File: src/rtl/tsag_pkg.sv
// ----------------------------------------------------------------------------
// tsag_pkg
// Types and constants shared by the tensor slice address generator.
// ----------------------------------------------------------------------------
package tsag_pkg;

  localparam int unsigned MAX_DIMS   = 4;
  localparam int unsigned DIM_W      = 2;
  localparam int unsigned IDX_W      = 10;
  localparam int unsigned SIZE_W     = 11;
  localparam int unsigned RANK_W     = 3;
  localparam int unsigned CNT_W      = 3;
  localparam int unsigned ADDR_W     = 40;
  localparam int unsigned LEN_W      = 11;
  localparam int unsigned CFG_IDX_W  = 3;
  localparam int unsigned CFG_DATA_W = 11;

  typedef enum logic {
    CMD_SET_BOUND = 1'b0,
    CMD_NEXT      = 1'b1
  } cmd_e;

  typedef enum logic [1:0] {
    ST_OK           = 2'd0,
    ST_OUT_OF_RANGE = 2'd1,
    ST_BAD_DIM      = 2'd2
  } status_e;

  typedef enum logic [CFG_IDX_W-1:0] {
    REG_RANK      = 3'd0,
    REG_SIZE_DIM0 = 3'd1,
    REG_SIZE_DIM1 = 3'd2,
    REG_SIZE_DIM2 = 3'd3,
    REG_SIZE_DIM3 = 3'd4
  } cfg_reg_e;

  typedef enum logic [1:0] {
    S_IDLE,
    S_STRIDE,
    S_SUM,
    S_EMIT
  } state_e;

  typedef struct packed {
    cmd_e             cmd;
    logic [DIM_W-1:0] dim_select;
    logic [IDX_W-1:0] range_start;
    logic [IDX_W-1:0] range_end;
  } in_word_t;

  typedef struct packed {
    logic [ADDR_W-1:0] source_index;
    logic [LEN_W-1:0]  slice_length;
    logic              last_element;
    status_e           status;
  } out_word_t;

  typedef struct packed {
    logic load_item;
    logic stride_step;
    logic bound_commit;
    logic sum_step;
    logic walk_finish;
    logic out_load;
  } ctrl_t;

  typedef struct packed {
    logic in_next;
    logic in_bound_ok;
    logic stride_done;
    logic sum_done;
  } dp_sts_t;

endpackage

File: src/rtl/tsag_in_if.sv
// ----------------------------------------------------------------------------
// tsag_in_if
// Input channel: valid/ready handshake carrying one command word.
// ----------------------------------------------------------------------------
interface tsag_in_if;
  import tsag_pkg::*;

  logic     valid;
  logic     ready;
  in_word_t data;

  modport source (output valid, output data, input ready);
  modport sink (input valid, input data, output ready);
endinterface

File: src/rtl/tsag_out_if.sv
// ----------------------------------------------------------------------------
// tsag_out_if
// Output channel: valid/ready handshake carrying one result word.
// ----------------------------------------------------------------------------
interface tsag_out_if;
  import tsag_pkg::*;

  logic      valid;
  logic      ready;
  out_word_t data;

  modport source (output valid, output data, input ready);
  modport sink (input valid, input data, output ready);
endinterface

File: src/rtl/tsag_ctrl.sv
// ----------------------------------------------------------------------------
// tsag_ctrl
// Sequencer: accepts a word, steps the stride or index loop, emits a result.
// ----------------------------------------------------------------------------
module tsag_ctrl (
  input  logic              clk_i,
  input  logic              rst_ni,
  input  logic              in_valid_i,
  output logic              in_ready_o,
  output logic              out_valid_o,
  input  logic              out_ready_i,
  input  tsag_pkg::dp_sts_t sts_i,
  output tsag_pkg::ctrl_t   ctrl_o
);
  import tsag_pkg::*;

  state_e state_q, state_d;
  logic   out_valid_q, out_valid_d;
  logic   slot_free;

  assign slot_free = !out_valid_q || out_ready_i;

  always_comb begin
    state_d = state_q;
    unique case (state_q)
      S_IDLE: begin
        if (in_valid_i) begin
          if (sts_i.in_next) begin
            state_d = S_SUM;
          end else if (sts_i.in_bound_ok) begin
            state_d = S_STRIDE;
          end else begin
            state_d = S_EMIT;
          end
        end
      end
      S_STRIDE: begin
        if (sts_i.stride_done) state_d = S_EMIT;
      end
      S_SUM: begin
        if (sts_i.sum_done) state_d = S_EMIT;
      end
      S_EMIT: begin
        if (slot_free) state_d = S_IDLE;
      end
      default: state_d = S_IDLE;
    endcase
  end

  always_comb begin
    ctrl_o              = '0;
    ctrl_o.load_item    = (state_q == S_IDLE) && in_valid_i;
    ctrl_o.stride_step  = (state_q == S_STRIDE) && !sts_i.stride_done;
    ctrl_o.bound_commit = (state_q == S_STRIDE) && sts_i.stride_done;
    ctrl_o.sum_step     = (state_q == S_SUM) && !sts_i.sum_done;
    ctrl_o.walk_finish  = (state_q == S_SUM) && sts_i.sum_done;
    ctrl_o.out_load     = (state_q == S_EMIT) && slot_free;
  end

  always_comb begin
    out_valid_d = out_valid_q;
    if (ctrl_o.out_load) begin
      out_valid_d = 1'b1;
    end else if (out_ready_i) begin
      out_valid_d = 1'b0;
    end
  end

  assign in_ready_o  = (state_q == S_IDLE);
  assign out_valid_o = out_valid_q;

  always_ff @(posedge clk_i or negedge rst_ni) begin
    if (!rst_ni) begin
      state_q     <= S_IDLE;
      out_valid_q <= 1'b0;
    end else begin
      state_q     <= state_d;
      out_valid_q <= out_valid_d;
    end
  end

endmodule

File: src/rtl/tsag_datapath.sv
// ----------------------------------------------------------------------------
// tsag_datapath
// Configuration, bound and walk state, stride multiplier, index accumulator.
// ----------------------------------------------------------------------------
module tsag_datapath (
  input  logic                                clk_i,
  input  logic                                rst_ni,
  input  logic                                cfg_we_i,
  input  logic [tsag_pkg::CFG_IDX_W-1:0]      cfg_index_i,
  input  logic [tsag_pkg::CFG_DATA_W-1:0]     cfg_wdata_i,
  input  tsag_pkg::in_word_t                  in_data_i,
  input  tsag_pkg::ctrl_t                     ctrl_i,
  output tsag_pkg::dp_sts_t                   sts_o,
  output tsag_pkg::out_word_t                 out_data_o
);
  import tsag_pkg::*;

  logic [RANK_W-1:0] rank_q;
  logic [SIZE_W-1:0] size_q [MAX_DIMS];

  logic [IDX_W-1:0]  first_q [MAX_DIMS];
  logic [IDX_W-1:0]  last_q  [MAX_DIMS];
  logic [IDX_W-1:0]  pos_q   [MAX_DIMS];
  logic [IDX_W-1:0]  pos_d   [MAX_DIMS];
  logic [ADDR_W-1:0] stride_q [MAX_DIMS];
  logic              started_q;

  logic [DIM_W-1:0]  dim_q;
  logic [IDX_W-1:0]  start_q, end_q;
  logic [LEN_W-1:0]  len_q, len_d;
  status_e           status_q, status_d;
  logic [CNT_W-1:0]  cnt_q;
  logic [ADDR_W-1:0] prod_q;
  logic [ADDR_W-1:0] acc_q;
  logic              last_flag_q;
  out_word_t         out_q;

  logic [RANK_W-1:0]       rank_eff;
  logic [SIZE_W-1:0]       in_size;
  logic                    dim_ok, plain, bad;
  logic [LEN_W:0]          len_raw;
  logic [MAX_DIMS-1:0]     wrap, at_last, in_rank;
  logic [IDX_W-1:0]        first_pos [MAX_DIMS];
  logic [IDX_W-1:0]        next_pos  [MAX_DIMS];
  logic                    carry, all_last;
  logic [ADDR_W+SIZE_W-1:0] prod_ext;
  logic [ADDR_W+IDX_W-1:0]  term;

  assign rank_eff = (rank_q > RANK_W'(MAX_DIMS)) ? RANK_W'(MAX_DIMS) : rank_q;

  // set-bound check of the incoming word
  assign in_size = size_q[in_data_i.dim_select];
  assign dim_ok  = (RANK_W'(in_data_i.dim_select) < rank_eff);
  assign plain   = (in_data_i.range_start <= in_data_i.range_end);
  assign bad     = plain ? ({1'b0, in_data_i.range_end} >= in_size)
                         : ({1'b0, in_data_i.range_start} >= in_size);

  always_comb begin
    if (plain) begin
      len_raw = {2'b00, in_data_i.range_end} - {2'b00, in_data_i.range_start}
              + (LEN_W+1)'(1);
    end else begin
      len_raw = {2'b00, in_data_i.range_end} + (LEN_W+1)'(1) + {1'b0, in_size}
              - {2'b00, in_data_i.range_start};
    end
  end

  always_comb begin
    len_d    = '0;
    status_d = ST_OK;
    if (in_data_i.cmd == CMD_SET_BOUND) begin
      if (!dim_ok) begin
        status_d = ST_BAD_DIM;
      end else if (bad) begin
        status_d = ST_OUT_OF_RANGE;
      end else begin
        len_d = len_raw[LEN_W-1:0];
      end
    end
  end

  assign sts_o.in_next     = (in_data_i.cmd == CMD_NEXT);
  assign sts_o.in_bound_ok = dim_ok && !bad;
  assign sts_o.stride_done = (cnt_q == CNT_W'(dim_q));
  assign sts_o.sum_done    = (cnt_q == CNT_W'(rank_eff));

  // per-dimension walk terms
  always_comb begin
    for (int k = 0; k < MAX_DIMS; k++) begin
      in_rank[k]   = (RANK_W'(k) < rank_eff);
      wrap[k]      = (first_q[k] > last_q[k]);
      first_pos[k] = wrap[k] ? '0 : first_q[k];
      at_last[k]   = wrap[k] ? (({1'b0, pos_q[k]} + SIZE_W'(1)) >= size_q[k])
                             : (pos_q[k] >= last_q[k]);
      next_pos[k]  = (wrap[k] && (pos_q[k] == last_q[k])) ? first_q[k]
                                                          : pos_q[k] + IDX_W'(1);
    end
  end

  always_comb begin
    carry = 1'b1;
    for (int k = 0; k < MAX_DIMS; k++) begin
      pos_d[k] = pos_q[k];
      if (in_rank[k]) begin
        if (!started_q) begin
          pos_d[k] = first_pos[k];
        end else if (carry) begin
          if (!at_last[k]) begin
            pos_d[k] = next_pos[k];
            carry    = 1'b0;
          end else begin
            pos_d[k] = first_pos[k];
          end
        end
      end
    end
  end

  assign all_last = &(at_last | ~in_rank);
  assign prod_ext = prod_q * size_q[cnt_q[DIM_W-1:0]];
  assign term     = pos_q[cnt_q[DIM_W-1:0]] * stride_q[cnt_q[DIM_W-1:0]];

  always_ff @(posedge clk_i or negedge rst_ni) begin
    if (!rst_ni) begin
      rank_q <= RANK_W'(1);
      for (int k = 0; k < MAX_DIMS; k++) begin
        size_q[k] <= SIZE_W'(1);
      end
    end else if (cfg_we_i) begin
      unique case (cfg_reg_e'(cfg_index_i))
        REG_RANK:      rank_q    <= cfg_wdata_i[RANK_W-1:0];
        REG_SIZE_DIM0: size_q[0] <= cfg_wdata_i;
        REG_SIZE_DIM1: size_q[1] <= cfg_wdata_i;
        REG_SIZE_DIM2: size_q[2] <= cfg_wdata_i;
        REG_SIZE_DIM3: size_q[3] <= cfg_wdata_i;
        default: ;
      endcase
    end
  end

  always_ff @(posedge clk_i or negedge rst_ni) begin
    if (!rst_ni) begin
      started_q <= 1'b0;
      for (int k = 0; k < MAX_DIMS; k++) begin
        first_q[k] <= '0;
        last_q[k]  <= '0;
        pos_q[k]   <= '0;
      end
    end else begin
      if (ctrl_i.load_item && (in_data_i.cmd == CMD_NEXT)) begin
        started_q <= 1'b1;
        for (int k = 0; k < MAX_DIMS; k++) begin
          pos_q[k] <= pos_d[k];
        end
      end
      if (ctrl_i.bound_commit) begin
        first_q[dim_q] <= start_q;
        last_q[dim_q]  <= end_q;
        started_q      <= 1'b0;
      end
      if (ctrl_i.walk_finish && all_last) begin
        started_q <= 1'b0;
      end
    end
  end

  always_ff @(posedge clk_i) begin
    if (ctrl_i.bound_commit) begin
      stride_q[dim_q] <= prod_q;
    end
  end

  always_ff @(posedge clk_i or negedge rst_ni) begin
    if (!rst_ni) begin
      cnt_q <= '0;
    end else if (ctrl_i.load_item) begin
      cnt_q <= '0;
    end else if (ctrl_i.stride_step || ctrl_i.sum_step) begin
      cnt_q <= cnt_q + CNT_W'(1);
    end
  end

  always_ff @(posedge clk_i) begin
    if (ctrl_i.load_item) begin
      dim_q       <= in_data_i.dim_select;
      start_q     <= in_data_i.range_start;
      end_q       <= in_data_i.range_end;
      len_q       <= len_d;
      status_q    <= status_d;
      prod_q      <= ADDR_W'(1);
      acc_q       <= '0;
      last_flag_q <= 1'b0;
    end else begin
      if (ctrl_i.stride_step) prod_q <= prod_ext[ADDR_W-1:0];
      if (ctrl_i.sum_step)    acc_q  <= acc_q + term[ADDR_W-1:0];
      if (ctrl_i.walk_finish) last_flag_q <= all_last;
    end
    if (ctrl_i.out_load) begin
      out_q.source_index <= acc_q;
      out_q.slice_length <= len_q;
      out_q.last_element <= last_flag_q;
      out_q.status       <= status_q;
    end
  end

  assign out_data_o = out_q;

endmodule

File: src/rtl/tensor_slice_address_generator_core.sv
// ----------------------------------------------------------------------------
// tensor_slice_address_generator_core
// Walks a tensor slice and returns flat source indices, dimension 0 innermost.
// ----------------------------------------------------------------------------
// Input words are handled one at a time. For a next word the index is summed
// one dimension per cycle through a single position-by-stride multiplier. For
// a successful set-bound word the stride is built one dimension size per cycle
// through a single multiplier. A rejected set-bound word goes straight from
// accept to the output register. A new word is accepted while the previous
// result still waits in the output register.
module tensor_slice_address_generator_core (
  input  logic                            clk_i,
  input  logic                            rst_ni,
  input  logic                            cfg_we_i,
  input  logic [tsag_pkg::CFG_IDX_W-1:0]  cfg_index_i,
  input  logic [tsag_pkg::CFG_DATA_W-1:0] cfg_wdata_i,
  tsag_in_if.sink                         in_i,
  tsag_out_if.source                      out_o
);
  import tsag_pkg::*;

  ctrl_t   ctrl;
  dp_sts_t sts;

  tsag_ctrl u_ctrl (
    .clk_i       (clk_i),
    .rst_ni      (rst_ni),
    .in_valid_i  (in_i.valid),
    .in_ready_o  (in_i.ready),
    .out_valid_o (out_o.valid),
    .out_ready_i (out_o.ready),
    .sts_i       (sts),
    .ctrl_o      (ctrl)
  );

  tsag_datapath u_datapath (
    .clk_i       (clk_i),
    .rst_ni      (rst_ni),
    .cfg_we_i    (cfg_we_i),
    .cfg_index_i (cfg_index_i),
    .cfg_wdata_i (cfg_wdata_i),
    .in_data_i   (in_i.data),
    .ctrl_i      (ctrl),
    .sts_o       (sts),
    .out_data_o  (out_o.data)
  );

endmodule

File: src/flat_wrapper.sv
// flat-port wrapper written by rule: the top's interface ports become plain ports
module tensor_slice_address_generator_core_flat import tsag_pkg::*;
  (clk_i, rst_ni, cfg_we_i, cfg_index_i, cfg_wdata_i, in_i_valid, in_i_data, in_i_ready, out_o_valid, out_o_data, out_o_ready);
  tsag_in_if in_i_i ();
  tsag_out_if out_o_i ();
  input  logic clk_i;
  input  logic rst_ni;
  input  logic cfg_we_i;
  input  logic [tsag_pkg::CFG_IDX_W-1:0] cfg_index_i;
  input  logic [tsag_pkg::CFG_DATA_W-1:0] cfg_wdata_i;
  input wire logic [$bits(in_i_i.valid)-1:0] in_i_valid;
  input wire logic [$bits(in_i_i.data)-1:0] in_i_data;
  output wire logic [$bits(in_i_i.ready)-1:0] in_i_ready;
  output wire logic [$bits(out_o_i.valid)-1:0] out_o_valid;
  output wire logic [$bits(out_o_i.data)-1:0] out_o_data;
  input wire logic [$bits(out_o_i.ready)-1:0] out_o_ready;
  assign in_i_i.valid = in_i_valid;
  assign in_i_i.data = in_i_data;
  assign in_i_ready = in_i_i.ready;
  assign out_o_valid = out_o_i.valid;
  assign out_o_data = out_o_i.data;
  assign out_o_i.ready = out_o_ready;
  tensor_slice_address_generator_core u_core (.clk_i(clk_i), .rst_ni(rst_ni), .cfg_we_i(cfg_we_i), .cfg_index_i(cfg_index_i), .cfg_wdata_i(cfg_wdata_i), .in_i(in_i_i), .out_o(out_o_i));
endmodule
File: config.mk
export PLATFORM = sky130hd
export DESIGN_NAME = tensor_slice_address_generator_core_flat
export DESIGN_NICKNAME = d
export VERILOG_FILES = /design/src/rtl/tsag_pkg.sv /design/src/rtl/tsag_in_if.sv /design/src/rtl/tsag_out_if.sv /design/src/rtl/tsag_ctrl.sv /design/src/rtl/tsag_datapath.sv /design/src/rtl/tensor_slice_address_generator_core.sv /design/src/flat_wrapper.sv
export SDC_FILE = /design/constraint.sdc
export NUM_CORES = 2
export LEC_CHECK = 0
export ABC_AREA = 0
export BUFFER_PORTS_ARGS = -buffer_cell sky130_fd_sc_hd__buf_2
export CAP_MARGIN = 20
export CELL_PAD_IN_SITES_DETAIL_PLACEMENT = 1
export CELL_PAD_IN_SITES_GLOBAL_PLACEMENT = 1
export CORE_UTILIZATION = 52
export CTS_BUF_LIST = sky130_fd_sc_hd__clkbuf_16
export DETAILED_ROUTE_END_ITERATION = 10
export PLACE_DENSITY_LB_ADDON = 0.1
export SLEW_MARGIN = 5
export SYNTH_ARGS = -nofsm -noshare
export SYNTH_HDL_FRONTEND = slang
export SYNTH_HIERARCHICAL = 1
export SYNTH_SLANG_ARGS = --single-unit
File: constraint.sdc
create_clock -name clk_i -period 9.81 [get_ports clk_i]
set_input_delay 0 -clock clk_i [delete_from_list [all_inputs] [get_ports clk_i]]
set_output_delay 0 -clock clk_i [all_outputs]
set_load 0.005 [all_outputs]
==> summary.md <==
| Metric | Value |
|---|---|
| HP Class | input pin to flop |
| Initial Util | 52.5% |
| Drt wl/cell | 24.5 um |
| Hpwl dp | 108000 um |
| Main area contributors after synthesis | fa_1, edfxtp_1, dfrtp_1 |
| Hold Path Origin | in_i_data[10] |
| DRC viols | 0 |
| # H-tree levels | 2 |
| Post-Syn Nets | 5589 |
| Fillers | 9803 |
| Final hold violation count | 0 |
| Die H | 303 um |
| Peak Freq | 123 MHz |
| Largest net degree at the start of global routing | 74 |
| Setup TNS Final | 0 ns |
| Die Wd | 303 um |
| Detailed Routing Iterations Pass 1 | 6 |
| CTS tree | done |
| Pins over their slew limit | 0 |
| Critical Path End Type | flop |
| CP startpoint kind | flop |
| EDFF count, synth | 249 |
| Critical path arrival | 8.69 ns |
| # rows | 110 |
| Crit path max fanout | 42 |
| Max-cap viol count | 0 |
| Vias/cell | 5.88 |
| Unique masters post-synth | 82 |
| CTS max path bufs | 3 |
| Final period util | 82.9% |
| Cell taking the most area after synthesis | fa_1 |
| Post-Syn Area | 47100 sq um |
| Synth Instances | 4637 |
| Clk_lat worst skew | 0.69 ns |
| Minimum clock period | 8.13 ns |
| Clock sink count | 504 |
| Gpl congestion | 0.928 |
| FFs w/ async S/R, synth | 34.5% |
| Total CTS buffers | 58 |
| Fin Clk Skew | 0.0337 ns |
| Global-route wire length before repair | 226000 um |
| Post-synth top cells | inv_1, nand2_1, fa_1 |
| Outcome | completed |
| Worst slew pin tran | 1.12 ns |
| Top-area cell type share of the netlist area | 25.6% |
| Port Buffers | 97 |
| P&R area growth vs syn | 8.22% |
| Overall die area | 91900 sq um |
| Cell with the most instances after synthesis | inv_1 |
| GR Util All Layers | 32.6% |
| Clk pin slew, worst setup/hold paths | 0.06 ns |
| Seq cells post-synth | 504 |
| Antenna viol nets, final | 0 |
| Avg Cell Area, Syn | 10.2 sq um |
| Type of the worst setup path | flop to flop |
| Core area | 89900 sq um |
| DP Area | 48500 sq um |
| Detailed Route WL | 145000 um |
| Initial DRC count | 2509 |
| # IOs | 98 |
| Antenna violations before repair | 6 |
| Share of cells above drive strength 1 | 7.86% |
| Register area share after synthesis | 28.5% |
| Relative slew slack | 25.2% |
| GR Overflow Total | 0 |
| Vias in the first global route | 38165 |
| RSZ-0062 raised after global routing | no |
| Root Buffer | clkbuf_16 |
| # nets final | 5634 |
| Warnings from Yosys | 6 |
| Postcts setup bufs | 0 |
| Reg2reg start | u_core/u_datapath/cnt_q[1] |
| CP startpoint | u_core/u_datapath/cnt_q[1] |
| Crit path required time | 10.37 ns |
| Ys flop type | edfxtp_1 |
| Via count | 34751 |
| Final setup fails | 0 |
| Final instance area | 51000 sq um |
==> area by class of cell <==
type,instances,area (sq um),share of cell area [%]
clock buffer,60,1500,2.94
multi-input combinational,3230,30300,59.3
clock inverter,50,398,0.780
inverter,709,2660,5.22
timing repair buffer,179,1260,2.47
tap,1176,1470,2.88
antenna,6,15.0,0.0294
sequential,504,13500,26.4
==> placed cells by master, fill, tap and decap left out, types with 45 or more instances in the layout <==
cell           netlist  layout
ha_1               308     308
nand2_1            686     686
o21ai_0            156     155
xor2_1              45      45
dfrtp_1            169     167
edfxtp_1           249     249
a21o_1              71      71
dfxtp_1             81      81
and2_1             195     193
mux4_2              64      64
buf_2               13      97
nand3_1             51      51
nor2_1             196     196
mux2i_1             46      46
clkbuf_16            0      60
mux2_2              53      53
nor2b_1             94      94
fa_1               602     602
inv_1              708     713
xnor2_1             92      92
dlygate4sd3_1        0      52
a21oi_1            134     134
==> worst max-delay path, stage by stage (launching register included) <==
cell and delay [ns]:
dfrtp_2 0.81, buf_4 0.61, mux4_2 1.01, nand2_1 0.18, fa_1 0.56, inv_1 0.06, fa_1 0.49, fa_1 0.54
fa_1 0.49, inv_1 0.05, fa_1 0.50, inv_1 0.06, ha_1 0.35, a21oi_1 0.17, o21ai_0 0.17, o21ai_0 0.19
a22oi_1 0.15, a2111o_1 0.53, a21o_1 0.24, o311ai_0 0.53, a211o_1 0.21, o211ai_1 0.08
==> registers in the layout (all words and copies together) (netlist names) <==
| name | cells |
|---|---|
| u_core/u_datapath/stride_q | 160 |
| u_core/u_datapath/cnt_q | 3 |
| u_core/u_datapath/end_q | 10 |
| u_core/u_datapath/first_q | 40 |
| u_core/u_ctrl/state_q | 2 |
| u_core/u_datapath/started_q | 1 |
| u_core/u_datapath/start_q | 10 |
| u_core/u_datapath/pos_q | 40 |
| u_core/u_datapath/size_q | 44 |
| u_core/u_datapath/out_data_o | 54 |
| u_core/u_datapath/prod_q | 40 |
| u_core/u_datapath/dim_q | 2 |
| u_core/u_ctrl/out_valid_o | 1 |
| u_core/u_datapath/len_q | 11 |
| u_core/u_datapath/status_q | 2 |
| u_core/u_datapath/last_q | 40 |
| u_core/u_datapath/acc_q | 40 |
| u_core/u_datapath/rank_q | 3 |
| u_core/u_datapath/last_flag_q | 1 |
==> cell families (layout without fill, tap and decap cells) <==
family | after synthesis | after routing | synth area share [%]
AO/OA/AOI/OAI | 601 | 601 | 8.29
other | 0 | 6 | 0
AND/OR/NAND/NOR | 1414 | 1414 | 14.0
adder cells (fa/ha/maj) | 910 | 910 | 33.7
XOR/XNOR | 138 | 138 | 2.58
buffers and inverters | 903 | 998 | 7.32
multiplexers | 167 | 167 | 5.50
flip-flops | 504 | 504 | 28.5
==> per-layer routing <==
metal | vias up | wire length (um) | track usage (%)
met3 | 222 | 10100 | 5.83
met4 | 2 | 3570 | 8.61
met1 | 18223 | 63900 | 45.8
met5 | - | 13 | 0
li1 | 15210 | - | -
met2 | 1094 | 67000 | 52.0
==> final timing paths <==
kind / endpoint / slack [ns] / depth (start not counted)
setup / recovery: u_core/u_datapath/acc_q[36] / 1.68 / 21
hold / removal: u_core/u_datapath/start_q[0] / 0.13 / 2
max in group asynchronous: u_core/u_datapath/pos_q[32] / 8.32 / 4
setup reg to reg: u_core/u_datapath/acc_q[36] / 1.68 / 21
hold reg to reg: u_core/u_datapath/out_data_o[5] / 0.41 / 0
min in group asynchronous: u_core/u_datapath/size_q[11] / 0.45 / 3
==> per-stage QoR <==
stage / std cells / setup WS (ns) / hold slack (ns) / util, %
after floorplan: 4637 / 2.77 / -0.296 / -
after global placement: 5742 / 1.94 / -0.0334 / 54.0
after detailed placement: 5743 / 1.73 / -0.0355 / 54.0
after CTS: 5906 / 1.71 / 0.0755 / 56.7
after global routing: 5910 / 1.32 / 0.107 / 56.8
final: 5914 / 1.68 / 0.130 / 56.8
==> what timing repair did <==
item,4_1_cts,5_1_grt
resized for setup,0,0
hold buffers,53,0
hold endpoints to repair,189,0
Power is not shown: default switching activity piles up to over one toggle a cycle in this logic, so the estimate is an artifact.
